--- config.mk ---
export PLATFORM = sky130hd
export DESIGN_NAME = console_line_edit_buffer_core
export DESIGN_NICKNAME = d
export VERILOG_FILES = /design/src/rtl/cleb_pkg.sv /design/src/rtl/cleb_store.sv /design/src/rtl/cleb_step.sv /design/src/rtl/console_line_edit_buffer_core.sv
export SDC_FILE = /design/constraint.sdc
export NUM_CORES = 1
export LEC_CHECK = 0
export BUFFER_PORTS_ARGS = -buffer_cell sky130_fd_sc_hd__clkbuf_2
export CAP_MARGIN = 25
export CORE_MARGIN = 2
export CORE_UTILIZATION = 40
export CTS_BUF_LIST = sky130_fd_sc_hd__clkbuf_16
export CTS_CLUSTER_DIAMETER = 120
export DETAILED_ROUTE_END_ITERATION = 7
export HOLD_SLACK_MARGIN = 0.15
export PLACE_DENSITY = 0.52
export SYNTH_ARGS = -nofsm -noshare
export SYNTH_HDL_FRONTEND = slang
export SYNTH_SLANG_ARGS = --single-unit
export TNS_END_PERCENT = 100
--- constraint.sdc ---
create_clock -name clk -period 11.15 [get_ports clk]
set_clock_uncertainty 0.05 [all_clocks]
set_input_delay 1.115 -clock clk [delete_from_list [all_inputs] [get_ports clk]]
set_output_delay 1.115 -clock clk [all_outputs]
set_load 0.05 [all_outputs]
--- src/rtl/cleb_pkg.sv ---
// Package with the shared types, key codes and pointer helpers of the console line editor.
`default_nettype none

package cleb_pkg;

    localparam int BUFFER_DEPTH = 128;
    localparam int PTR_MOD = 2 * BUFFER_DEPTH;
    localparam int PTR_W = $clog2(PTR_MOD);
    localparam int ADDR_W = $clog2(BUFFER_DEPTH);

    localparam logic [7:0] KEY_CTRL_P = 8'h10;
    localparam logic [7:0] KEY_CTRL_U = 8'h15;
    localparam logic [7:0] KEY_CTRL_H = 8'h08;
    localparam logic [7:0] KEY_CTRL_D = 8'h04;
    localparam logic [7:0] KEY_DEL = 8'h7F;
    localparam logic [7:0] KEY_CR = 8'h0D;
    localparam logic [7:0] KEY_NL = 8'h0A;

    localparam logic KIND_KEY = 1'b0;
    localparam logic KIND_READ = 1'b1;

    localparam logic [1:0] ECHO_NONE = 2'd0;
    localparam logic [1:0] ECHO_CHAR = 2'd1;
    localparam logic [1:0] ECHO_ERASE = 2'd2;

    localparam logic [2:0] RD_DATA = 3'd0;
    localparam logic [2:0] RD_DATA_NL = 3'd1;
    localparam logic [2:0] RD_EOF_TAKEN = 3'd2;
    localparam logic [2:0] RD_EOF_KEPT = 3'd3;
    localparam logic [2:0] RD_EMPTY = 3'd4;

    typedef logic [PTR_W-1:0] ptr_t;
    typedef logic [ADDR_W-1:0] addr_t;

    typedef struct packed {
        logic       kind;
        logic [7:0] key_code;
        logic       first_of_read;
    } item_t;

    typedef struct packed {
        logic [1:0] echo_kind;
        logic [7:0] echo_char;
        logic [7:0] erase_count;
        logic       line_ready;
        logic       dump_request;
        logic [2:0] read_status;
        logic [7:0] read_data;
    } result_t;

    typedef struct packed {
        logic       en;
        addr_t      addr;
        logic [7:0] data;
    } store_wr_t;

    function automatic ptr_t ptr_inc(input ptr_t p);
        ptr_t r;
        if (p == PTR_W'(PTR_MOD - 1))
            r = '0;
        else
            r = p + PTR_W'(1);
        return r;
    endfunction

    function automatic ptr_t ptr_dec(input ptr_t p);
        ptr_t r;
        if (p == '0)
            r = PTR_W'(PTR_MOD - 1);
        else
            r = p - PTR_W'(1);
        return r;
    endfunction

    function automatic ptr_t ptr_dist(input ptr_t a, input ptr_t b);
        logic [PTR_W:0] t;
        t = {1'b0, a} - {1'b0, b};
        if (a < b)
            t = t + (PTR_W + 1)'(PTR_MOD);
        return t[PTR_W-1:0];
    endfunction

    function automatic addr_t ptr_slot(input ptr_t p);
        ptr_t r;
        if (p >= PTR_W'(BUFFER_DEPTH))
            r = p - PTR_W'(BUFFER_DEPTH);
        else
            r = p;
        return r[ADDR_W-1:0];
    endfunction

endpackage

`default_nettype wire

--- src/rtl/cleb_store.sv ---
// Line store memory with one write port and one registered read port with write bypass.
`default_nettype none

module cleb_store (
    input  wire logic                clk,
    input  wire cleb_pkg::store_wr_t wr,
    input  wire cleb_pkg::addr_t     rd_addr,
    output logic [7:0]               rd_data
);

    logic [7:0] store_mem [cleb_pkg::BUFFER_DEPTH];
    logic [7:0] rd_data_reg;

    always_ff @(posedge clk)
    begin
        if (wr.en)
            store_mem[wr.addr] <= wr.data;
        if (wr.en && (wr.addr == rd_addr))
            rd_data_reg <= wr.data;
        else
            rd_data_reg <= store_mem[rd_addr];
    end

    assign rd_data = rd_data_reg;

endmodule

`default_nettype wire

--- src/rtl/cleb_step.sv ---
// Per-item editing logic: pointer updates, store write request and result fields.
`default_nettype none

module cleb_step (
    input  wire cleb_pkg::item_t     item,
    input  wire logic                item_vld,
    input  wire logic [7:0]          head_byte,
    input  wire cleb_pkg::ptr_t      read_ptr,
    input  wire cleb_pkg::ptr_t      commit_ptr,
    input  wire cleb_pkg::ptr_t      edit_ptr,
    output cleb_pkg::ptr_t           read_ptr_next,
    output cleb_pkg::ptr_t           commit_ptr_next,
    output cleb_pkg::ptr_t           edit_ptr_next,
    output cleb_pkg::store_wr_t      wr,
    output cleb_pkg::result_t        res
);

    logic [7:0]     key;
    logic [7:0]     ch;
    cleb_pkg::ptr_t uncommitted;
    cleb_pkg::ptr_t used;
    cleb_pkg::ptr_t edit_inc;

    assign key = item.key_code;
    assign ch = (key == cleb_pkg::KEY_CR) ? cleb_pkg::KEY_NL : key;
    assign uncommitted = cleb_pkg::ptr_dist(edit_ptr, commit_ptr);
    assign used = cleb_pkg::ptr_dist(edit_ptr, read_ptr);
    assign edit_inc = cleb_pkg::ptr_inc(edit_ptr);

    always_comb
    begin
        read_ptr_next = read_ptr;
        commit_ptr_next = commit_ptr;
        edit_ptr_next = edit_ptr;
        wr.en = 1'b0;
        wr.addr = cleb_pkg::ptr_slot(edit_ptr);
        wr.data = ch;
        res = '0;
        if (item_vld && (item.kind == cleb_pkg::KIND_KEY))
        begin
            priority if ((key == 8'd0) || key[7])
            begin
                res = '0;
            end
            else if (key == cleb_pkg::KEY_CTRL_P)
            begin
                res.dump_request = 1'b1;
            end
            else if (key == cleb_pkg::KEY_CTRL_U)
            begin
                if (uncommitted != '0)
                begin
                    edit_ptr_next = commit_ptr;
                    res.echo_kind = cleb_pkg::ECHO_ERASE;
                    if (32'(uncommitted) > 32'd255)
                        res.erase_count = 8'd255;
                    else
                        res.erase_count = 8'(uncommitted);
                end
            end
            else if ((key == cleb_pkg::KEY_CTRL_H) || (key == cleb_pkg::KEY_DEL))
            begin
                if (edit_ptr != commit_ptr)
                begin
                    edit_ptr_next = cleb_pkg::ptr_dec(edit_ptr);
                    res.echo_kind = cleb_pkg::ECHO_ERASE;
                    res.erase_count = 8'd1;
                end
            end
            else if (32'(used) < 32'(cleb_pkg::BUFFER_DEPTH))
            begin
                wr.en = 1'b1;
                edit_ptr_next = edit_inc;
                res.echo_kind = cleb_pkg::ECHO_CHAR;
                res.echo_char = ch;
                if ((ch == cleb_pkg::KEY_NL) || (ch == cleb_pkg::KEY_CTRL_D) ||
                    (32'(cleb_pkg::ptr_dist(edit_inc, read_ptr)) ==
                     32'(cleb_pkg::BUFFER_DEPTH)))
                begin
                    commit_ptr_next = edit_inc;
                    res.line_ready = 1'b1;
                end
            end
        end
        else if (item_vld)
        begin
            priority if (read_ptr == commit_ptr)
            begin
                res.read_status = cleb_pkg::RD_EMPTY;
            end
            else if (head_byte == cleb_pkg::KEY_CTRL_D)
            begin
                if (item.first_of_read)
                begin
                    read_ptr_next = cleb_pkg::ptr_inc(read_ptr);
                    res.read_status = cleb_pkg::RD_EOF_TAKEN;
                end
                else
                begin
                    res.read_status = cleb_pkg::RD_EOF_KEPT;
                end
            end
            else
            begin
                read_ptr_next = cleb_pkg::ptr_inc(read_ptr);
                res.read_status = (head_byte == cleb_pkg::KEY_NL) ?
                                  cleb_pkg::RD_DATA_NL : cleb_pkg::RD_DATA;
                res.read_data = head_byte;
            end
        end
    end

endmodule

`default_nettype wire

--- src/rtl/console_line_edit_buffer_core.sv ---
// Top level of the console line editor: input register, editing logic, store and result register.
`default_nettype none

// The block takes one item per transfer: an item is accepted at a rising edge where
// start is high and busy is low. Busy is always low, so an item can be sent in every
// cycle. An item is either a keyboard key or a request to read one byte of a
// committed line.
// Each item produces exactly one result. The result is on the result port for one
// cycle with done high, from the edge after the accepting edge; results come out in
// item order. The receiver cannot stall; a result not taken in its cycle is gone.
// Throughput is one item per cycle. The loop that sets it is the pointer update
// together with the line store read: the store always presents the byte at the read
// pointer that the next item will see, with a bypass for a byte written just before.
// Reset clears the read, commit and edit pointers and the pipeline valid flags; the
// store contents are left undefined, which is safe since no byte is read before it is
// written.

module console_line_edit_buffer_core (
    input  wire logic              clk,
    input  wire logic              rst_n,
    input  wire logic              start,
    output logic                   busy,
    input  wire cleb_pkg::item_t   item,
    output logic                   done,
    output cleb_pkg::result_t      result
);

    cleb_pkg::item_t     item_reg;
    logic                item_vld_reg;
    cleb_pkg::ptr_t      read_ptr_reg;
    cleb_pkg::ptr_t      commit_ptr_reg;
    cleb_pkg::ptr_t      edit_ptr_reg;
    cleb_pkg::ptr_t      read_ptr_next;
    cleb_pkg::ptr_t      commit_ptr_next;
    cleb_pkg::ptr_t      edit_ptr_next;
    cleb_pkg::store_wr_t wr;
    cleb_pkg::result_t   res_next;
    cleb_pkg::result_t   result_reg;
    logic                done_reg;
    logic [7:0]          head_byte;

    assign busy = 1'b0;

    always_ff @(posedge clk or negedge rst_n)
    begin
        if (!rst_n)
        begin
            item_vld_reg <= 1'b0;
            done_reg <= 1'b0;
            read_ptr_reg <= '0;
            commit_ptr_reg <= '0;
            edit_ptr_reg <= '0;
        end
        else
        begin
            item_vld_reg <= start && !busy;
            done_reg <= item_vld_reg;
            read_ptr_reg <= read_ptr_next;
            commit_ptr_reg <= commit_ptr_next;
            edit_ptr_reg <= edit_ptr_next;
        end
    end

    always_ff @(posedge clk)
    begin
        if (start && !busy)
            item_reg <= item;
        if (item_vld_reg)
            result_reg <= res_next;
    end

    cleb_step u_step (
        .item            (item_reg),
        .item_vld        (item_vld_reg),
        .head_byte       (head_byte),
        .read_ptr        (read_ptr_reg),
        .commit_ptr      (commit_ptr_reg),
        .edit_ptr        (edit_ptr_reg),
        .read_ptr_next   (read_ptr_next),
        .commit_ptr_next (commit_ptr_next),
        .edit_ptr_next   (edit_ptr_next),
        .wr              (wr),
        .res             (res_next)
    );

    cleb_store u_store (
        .clk     (clk),
        .wr      (wr),
        .rd_addr (cleb_pkg::ptr_slot(read_ptr_next)),
        .rd_data (head_byte)
    );

    assign done = done_reg;
    assign result = result_reg;

endmodule

`default_nettype wire

# Word-level counts from Yosys, hierarchy flattened
# Memory sizes are Yosys's and may differ from the RTL's. A register that Yosys moved wholly into a read port is not among the register bits.
# Cells that the tools add are included.
[word_totals]
out_inout_bits = 33
memories = 1
ram_bits = 1024
elab_cells = 121
in_bits = 13
ff_bits = 67
[classes]
n_eq_ne = 16
reduce_logical = 16
magnitude_cmp = 6
bitwise = 7
muxes = 48
add_sub_neg = 11
[memory_table]
columns = ["name", "words", "word_bits", "read_ports", "rd_ports_with_merged_regs", "wr", "line", "rtl"]
rows = [
  ["u_store.store_mem", 128, 8, 1, 1, 1, "cleb_store.sv:11", "logic [7:0] store_mem [cleb_pkg::BUFFER_DEPTH];"],
]
[ops]
columns = ["op", "n"]
rows = [
  ["8-bit 2-to-1 mux", 25],
  ["8-bit by 1-bit adder with 8-bit output, second input constant", 5],
  ["8-bit by 4-bit == test with 1-bit output, second input constant", 4],
  ["8-bit == test, second input constant", 3],
  ["8-bit less-than comparator", 3],
  ["8-bit subtractor", 3],
  ["8-bit by 3-bit == test with 1-bit output, second input constant", 2],
  ["8-bit by 5-bit == test with 1-bit output, second input constant", 2],
  ["8-bit greater-or-equal comparator, second input constant", 2],
  ["8-bit zero test", 2],
  ["1-bit 2-to-1 mux", 14],
  ["7-bit 2-to-1 mux", 2],
  ["7-bit by 1-bit subtractor with 7-bit output, second input constant", 2],
  ["9-bit 2-to-1 mux", 1],
  ["8-bit by 7-bit == test with 1-bit output, second input constant", 1],
  ["8-bit == test", 1],
  ["8-bit less-than comparator, second input constant", 1],
  ["2-bit 2-to-1 mux", 4],
  ["8-bit != test", 1],
  ["8-bit nonzero test", 1],
  ["8-bit by 1-bit subtractor with 8-bit output, second input constant", 1],
  ["1-bit NOT", 7],
  ["7-bit AND reduction", 1],
  ["3-bit 2-to-1 mux", 2],
  ["other kinds (9)", 14],
]

# Longest topological paths before layout
# Gate-level depths: netlist (run 1).
[depth]
ltp_word = 14
mapped_depth = 18
mapped_depth_nobuf = 14

# By module
# Synthesis (run 1) repeated with hierarchy kept, for this count alone.
[unflattened]
cells_unflattened = 2083
area_unflattened_um2 = 44116.1
[modules_own_cells]
columns = ["mod", "area_each_um2", "cells_per_inst", "instances", "seq_area_each_um2"]
rows = [
  ["cleb_store", 39645.5, 1634, 1, 30889.6],
  ["cleb_step", 2577.5, 380, 1, 0.0],
  ["console_line_edit_buffer_core", 1893.1, 69, 1, 1881.8],
]

# Worst setup path before layout (run 1)
# OpenSTA, ideal clock, no wires.
[synth_timing]
path_type = "register to register"
from = "reg item_reg[3] (netlist bit)"
to = "mem u_store.store_mem[0][0] (data pin)"
setup_slack_ns = 6.274
path_stages_with_launch = 5
path_buffers = 0
period_less_slack_ns = 4.876
setup_ns = 0.835
t_arrival_ns = 3.991
required_ns = 10.265
path_cell_list = "edfxtp_1 > nand2_1 > nor3b_1 > and2_1 > nor2b_1"
[synth_via]
elab_chain_len = 2
[synth_lines]
columns = ["element", "line", "rtl"]
rows = [
  ["start, declared", "console_line_edit_buffer_core.sv:28", "cleb_pkg::item_t item_reg;"],
  ["start signal, assigned", "console_line_edit_buffer_core.sv:67", "item_reg <= item;"],
  ["8-bit by 4-bit == test with 1-bit output", "cleb_step.sv:25", "assign ch = (key == cleb_pkg::KEY_CR) ? cleb_pkg::KEY_NL : key;"],
  ["8-bit 2-to-1 mux", "cleb_step.sv:25", ""],
  ["via u_step.ch[0]", "cleb_step.sv:19", "logic [7:0] ch;"],
  ["end, declared", "cleb_store.sv:11", ""],
]
# The timed path passes the listed nets, and every way through them passes these cells.

==> impl_metrics.tcl, run 1 <==
set metrics [dict create \
    outcome "finished clean" \
    ios 46 \
    dieArea_mm2 0.113 \
    p_clk_frac 0.309 \
    cts_max_path_buffers 3 \
    criticalPathCategory "flip-flop to flip-flop" \
    cts_made_buffers 113 \
    power.share.sequential 0.401 \
    postRouteWirelength_um 119000 \
    path_cells "buf_12 -> buf_4 -> mux4_2 -> a22oi_1 -> a21oi_1 -> a31oi_1 -> or2_2 -> nand4_1 -> or3_4 -> or4_1 -> and2_4 -> mux2_4" \
    grt_first_pass_wirelength_um 172000 \
    cts_hold_buf 0 \
    row_count 122 \
    max_freq_mhz 174 \
    drc 0 \
    syn_area_mm2 0.0443 \
    p_int_uw 8110 \
    grt_antenna_before_repair 3 \
    p_switching_uw 3850 \
    grt_remaining_overflow 0 \
    grt_setup_unrepaired "no" \
    drive_gt1_frac 0.209 \
    p_sw_frac 0.322 \
    path_buf_inv 2 \
    arrival_ns 6.27 \
    cp-start-kind "flip-flop" \
    synthTopCellsByArea "edfxtp_1 72%, mux4_2 10%, mux2i_1 2.9%, dfrtp_1 1.5%, nor2_1 1.5%" \
    tightestPinTransition_ns 1.08 \
    wire_per_inst_um 29.5 \
    cellPowerDensity_mw_per_mm2 240 \
    slew_headroom 0.277 \
    core_region_area_mm2 0.110 \
    stdcell_area_mm2 0.0499 \
    path_delay_family "simple AND/OR/NAND/NOR gates" \
    synthAdderAreaFrac 0.00752 \
    cp_slowest_cell "buf_4" \
    synthTopCellsByCount "1065 x edfxtp_1, 202 x mux4_2, 173 x nor2_1" \
    synth_top_family_by_area "multiplexers" \
    muxShareOfSynthArea 0.140 \
    viasPerCell 5.72 \
    largest_reg_flops 1024 \
    crit_fanout 91 \
    nNetsFinal 2501 \
    synth.avg_cell_area_um2 18.7 \
    cp_data_required_time_ns 11.68 \
    vias 23148 \
    synth.distinct_cells 77 \
    synth_edf_count 1065 \
    area_growth_pct 12.7 \
    synth_compound_area_frac 0.0386 \
    crit_path_end_kind "flip-flop" \
    rrSetupSlack_ns 5.42 \
    path_clk_slew_ns 0.06 \
    fin_crit_ns 5.73 \
    finalCritPeriodShare 0.514 \
    hold_viol 0 \
    yosysSeqAreaShare 0.741 \
    antenna_left 0 \
    grtUsageTotal 0.211 \
    grt_max_degree 118 \
    place_inst 3828 \
    synth_cells 2369 \
    yosysMostFrequentCell "edfxtp_1" \
    place.gp.congestion 0.864 \
    die_y_um 337 \
    dr.first_iter.drc_count 2499 \
    final.setup.tns_ns 0 \
    antenna_cells 0 \
    drv_cap 0 \
    setup_viol 0 \
    drt-pass1-iter-count 7 \
    clockRootBuffer "clkbuf_16" \
    htreeDepth 3 \
    hp-class "input port to asynchronous set/reset pin" \
    vdd_drop_max_v 0.000165 \
    io_buffers 44 \
    final-instance-count-excl-fill 4046 \
    p_leak_uw 0.0161 \
    slowest_delay_ns 0.78 \
    synth-xor-area-share 0.00574 \
    chipWidth_um 337 \
    grt_pass1_vias 23292 \
    synthArstFlopShare 0.0237 \
    drv_slew 0 \
    clock_latency_ns 0.70 \
    yosysTopAreaCell "edfxtp_1" \
    synth_flop_cell "edfxtp_1" \
    synthSimpleGateAreaFrac 0.0489 \
    synth_warnings 0 \
    synth_seq_cells 1098 \
    clock_sinks 1098 \
    cts_tree "done" \
    cts_setup_buffers 0 \
    start_util 0.402 \
    placed_area_mm2 0.0461 \
    yosysTopAreaCellShare 0.723 \
    comb_power_share 0.290 \
    dp_hpwl_um 74600 \
    cts_resized 0 \
]
==> power groups by stage <==
stage	Sequential (µW)	Clock (µW)	Combinational (µW)
2_1_floorplan	4850	0	2360
3_3_place_gp	4880	0	3440
3_5_place_dp	4880	0	3460
4_1_cts	4790	3760	3470
5_1_grt	4800	3920	3670
6_report	4790	3700	3470
==> cell type report <==
cell class | count | area, µm²
Inverter | 21 | 78.8
Tap cell | 1488 | 1860
Clock buffer | 115 | 2880
Multi-Input combinational cell | 1120 | 10700
Fill cell | 9468 | 60400
Sequential cell | 1098 | 32800
Clock inverter | 96 | 749
Timing Repair Buffer | 108 | 787
==> worst reg2reg max path: cells and delay by family, from the launching register on <==
| family | cells | cell delay (ns) |
|---|---|---|
| AND/OR/NAND/NOR | 5 | 1.77 |
| buffers and inverters | 2 | 1.49 |
| multiplexers | 2 | 0.90 |
| AO/OA/AOI/OAI | 3 | 0.78 |
| flip-flops | 1 | 0.62 |
==> cells by family (layout without fill, tap and decap cells) <==
family,count (synthesis),after routing
simple gates,460,460
compound gates,242,242
flops,1098,1098
buf+inv,152,340
mux,361,361
other cells,1,2
xor+xnor,29,29
fa+ha+maj,26,26
==> metal layers <==
metal | vias to the layer above | wire length [µm] | GRT usage
met1 | 12362 | 53100 | 0.310
met3 | 160 | 7730 | 0.0330
met5 | - | 0 | 0
li1 | 9775 | - | -
met4 | 0 | 2970 | 0.0602
met2 | 851 | 55600 | 0.328
==> through the flow <==
stage | worst slack [ns] | utilization | hold slack [ns] | total power, µW
finish | 5.42 | 0.452 | 0.422 | 12000
floorplan | 6.27 | - | 0.473 | 7210
global placement | 5.25 | 0.418 | 0.512 | 8320
CTS | 5.26 | 0.451 | 0.427 | 12000
detailed placement | 5.26 | 0.418 | 0.516 | 8330
global route | 5.10 | 0.452 | 0.463 | 12400
==> worst paths after layout <==
path,start,end,depth (start not counted)
min reg2reg,commit_ptr_reg[4],commit_ptr_reg[4],1
max,flip-flop,read_ptr_reg[0],12
min,rst_n,done,1
max reg2reg,flip-flop,read_ptr_reg[0],12
max in group asynchronous,rst_n,item_vld_reg,1
min in group clk,commit_ptr_reg[4],commit_ptr_reg[4],1
==> cells in the final DEF (no fill, tap or decap), types with 25 or more instances in the layout <==
cell type,count
and2_1,26
inv_1,44
buf_4,55
a21oi_1,40
a22oi_1,44
nand3_1,41
dfrtp_1,25
nor2_1,172
nand2_1,95
clkinv_1,27
clkbuf_2,44
mux4_2,202
mux2_2,25
ha_1,25
mux2i_1,130
edfxtp_1,1065
clkbuf_16,115
Note: power is estimated with default switching activity, not from simulation.
==> inputs of run 2 (changes only) <==
Clock period 11.15 ns to 5.9 ns, I/O delays scaled along.
==> impl_metrics.tcl, run 2 (same netlist as run 1, synthesis figures left out) <==
set metrics [dict create \
    wire_per_inst_um 29.0 \
    dieArea_mm2 0.113 \
    p_leak_uw 0.0164 \
    tightestPinTransition_ns 1.11 \
    viasPerCell 5.67 \
    vdd_drop_max_v 0.000311 \
    cts_tree "done" \
    antenna_left 0 \
    crit_path_end_kind "flip-flop" \
    io_buffers 44 \
    vias 23234 \
    final.setup.tns_ns 0 \
    path_buf_inv 1 \
    cts_max_path_buffers 3 \
    max_freq_mhz 200 \
    final_common_cell "edfxtp_1" \
    cellPowerDensity_mw_per_mm2 454 \
    clock_latency_ns 0.70 \
    grt_max_degree 85 \
    grt_first_pass_wirelength_um 171000 \
    setup_viol 0 \
    area_growth_pct 13.6 \
    slowest_delay_ns 0.87 \
    dr.first_iter.drc_count 2442 \
    drt-pass1-iter-count 7 \
    core_region_area_mm2 0.110 \
    outcome "finished clean" \
    cp_slowest_cell "dfxtp_4" \
    drc 0 \
    cp-start-kind "flip-flop" \
    criticalPathCategory "flip-flop to flip-flop" \
    finalCritPeriodShare 0.848 \
    clock_sinks 1098 \
    arrival_ns 5.53 \
    final_util 0.456 \
    grtUsageTotal 0.210 \
    nNetsFinal 2553 \
    grt_setup_unrepaired "no" \
    htreeDepth 3 \
    fin_crit_ns 5.00 \
    crit_fanout 35 \
    grt_antenna_before_repair 0 \
    total_power_uw 22800 \
    drive_gt1_frac 0.217 \
    path_cells "buf_4 -> mux4_2 -> a22oi_1 -> a2111oi_0 -> a31oi_1 -> nand4_1 -> or3_4 -> or4_1 -> and2_4 -> mux2_4" \
    row_count 122 \
    drv_cap 0 \
    hp-class "input port to asynchronous set/reset pin" \
    die_y_um 337 \
    grt_pass1_vias 23484 \
    final_cell_mix "1065 x edfxtp_1, 202 x mux4_2, 172 x nor2_1, 130 x mux2i_1, 116 x clkbuf_16" \
    ios 46 \
    largest_reg_flops 1024 \
    drv_slew 0 \
    fillers 9542 \
    dp_hpwl_um 76900 \
    chipWidth_um 337 \
    grt_remaining_overflow 0 \
    cts_made_buffers 115 \
    path_delay_family "simple AND/OR/NAND/NOR gates" \
    start_util 0.402 \
    slew_headroom 0.258 \
    clockRootBuffer "clkbuf_16" \
    postRouteWirelength_um 119000 \
    cts_setup_buffers 0 \
    cp_data_required_time_ns 6.42 \
    hold_viol 0 \
    path_clk_slew_ns 0.07 \
    place.gp.congestion 0.877 \
]
## run 2: changes by cell type in the layout (fill, tap and decap cells not counted), moves of 3 or more
cell,delta
buf_12,+4
clkinv_1,+3
inv_1,-5
nor3_1,+6
dlygate4sd3_1,+12
nor3_2,-6
buf_4,+37
## run 2: final timing paths
path	from	endpoint	depth (start not counted)	slack [ns]
hold / removal	rst_n	commit_ptr_reg[0]	2	0.46
setup / recovery	flip-flop	read_ptr_reg[0]	10	0.90
setup reg to reg	flip-flop	read_ptr_reg[0]	10	0.90
max in group asynchronous	rst_n	item_vld_reg	2	4.81
hold reg to reg	commit_ptr_reg[6]	commit_ptr_reg[6]	1	0.53
min in group clk	commit_ptr_reg[6]	commit_ptr_reg[6]	1	0.53
## run 2: layout make-up
class | instances | area [µm²] | area share
flip-flops and latches | 1098 | 32800 | 0.652
clock buffers | 116 | 2900 | 0.0577
clock inverters | 94 | 764 | 0.0152
well taps | 1488 | 1860 | 0.0370
multi-input cells | 1120 | 10700 | 0.212
repair buffers | 158 | 1210 | 0.0240
diodes | 1 | 2.50 | 0.0000498
inverters | 21 | 78.8 | 0.00157
## run 2: timing repair
item	CTS	global route
gates resized for setup	0	0
hold buffers	12	0
hold endpoints to repair	37	0
## run 2: stage by stage
| stage | hold WS, ns | cell area (µm²) | worst slack (ns) | cells |
|---|---|---|---|---|
| after CTS | 0.417 | 50300 | 0.974 | 4095 |
| final | 0.457 | 50300 | 0.896 | 4096 |
| after detailed placement | 0.511 | 46500 | 0.995 | 3873 |
| after floorplan | 0.244 | 44300 | 1.02 | 2370 |
| after global routing | 0.479 | 50300 | 0.760 | 4095 |
| after global placement | 0.500 | 46400 | 0.866 | 3869 |
## run 2: power breakdown
| part | switching, µW | internal (µW) |
|---|---|---|
| Clock | 2980 | 4070 |
| Sequential | 340 | 8770 |
| Combinational | 4040 | 2640 |
## run 2: routing by layer
layer	GRT usage	vias up	wire length, µm
li1	-	9875	-
met1	0.299	12262	51200
met2	0.337	930	56400
met3	0.0358	167	8260
met4	0.0556	0	2750
met5	0	-	0
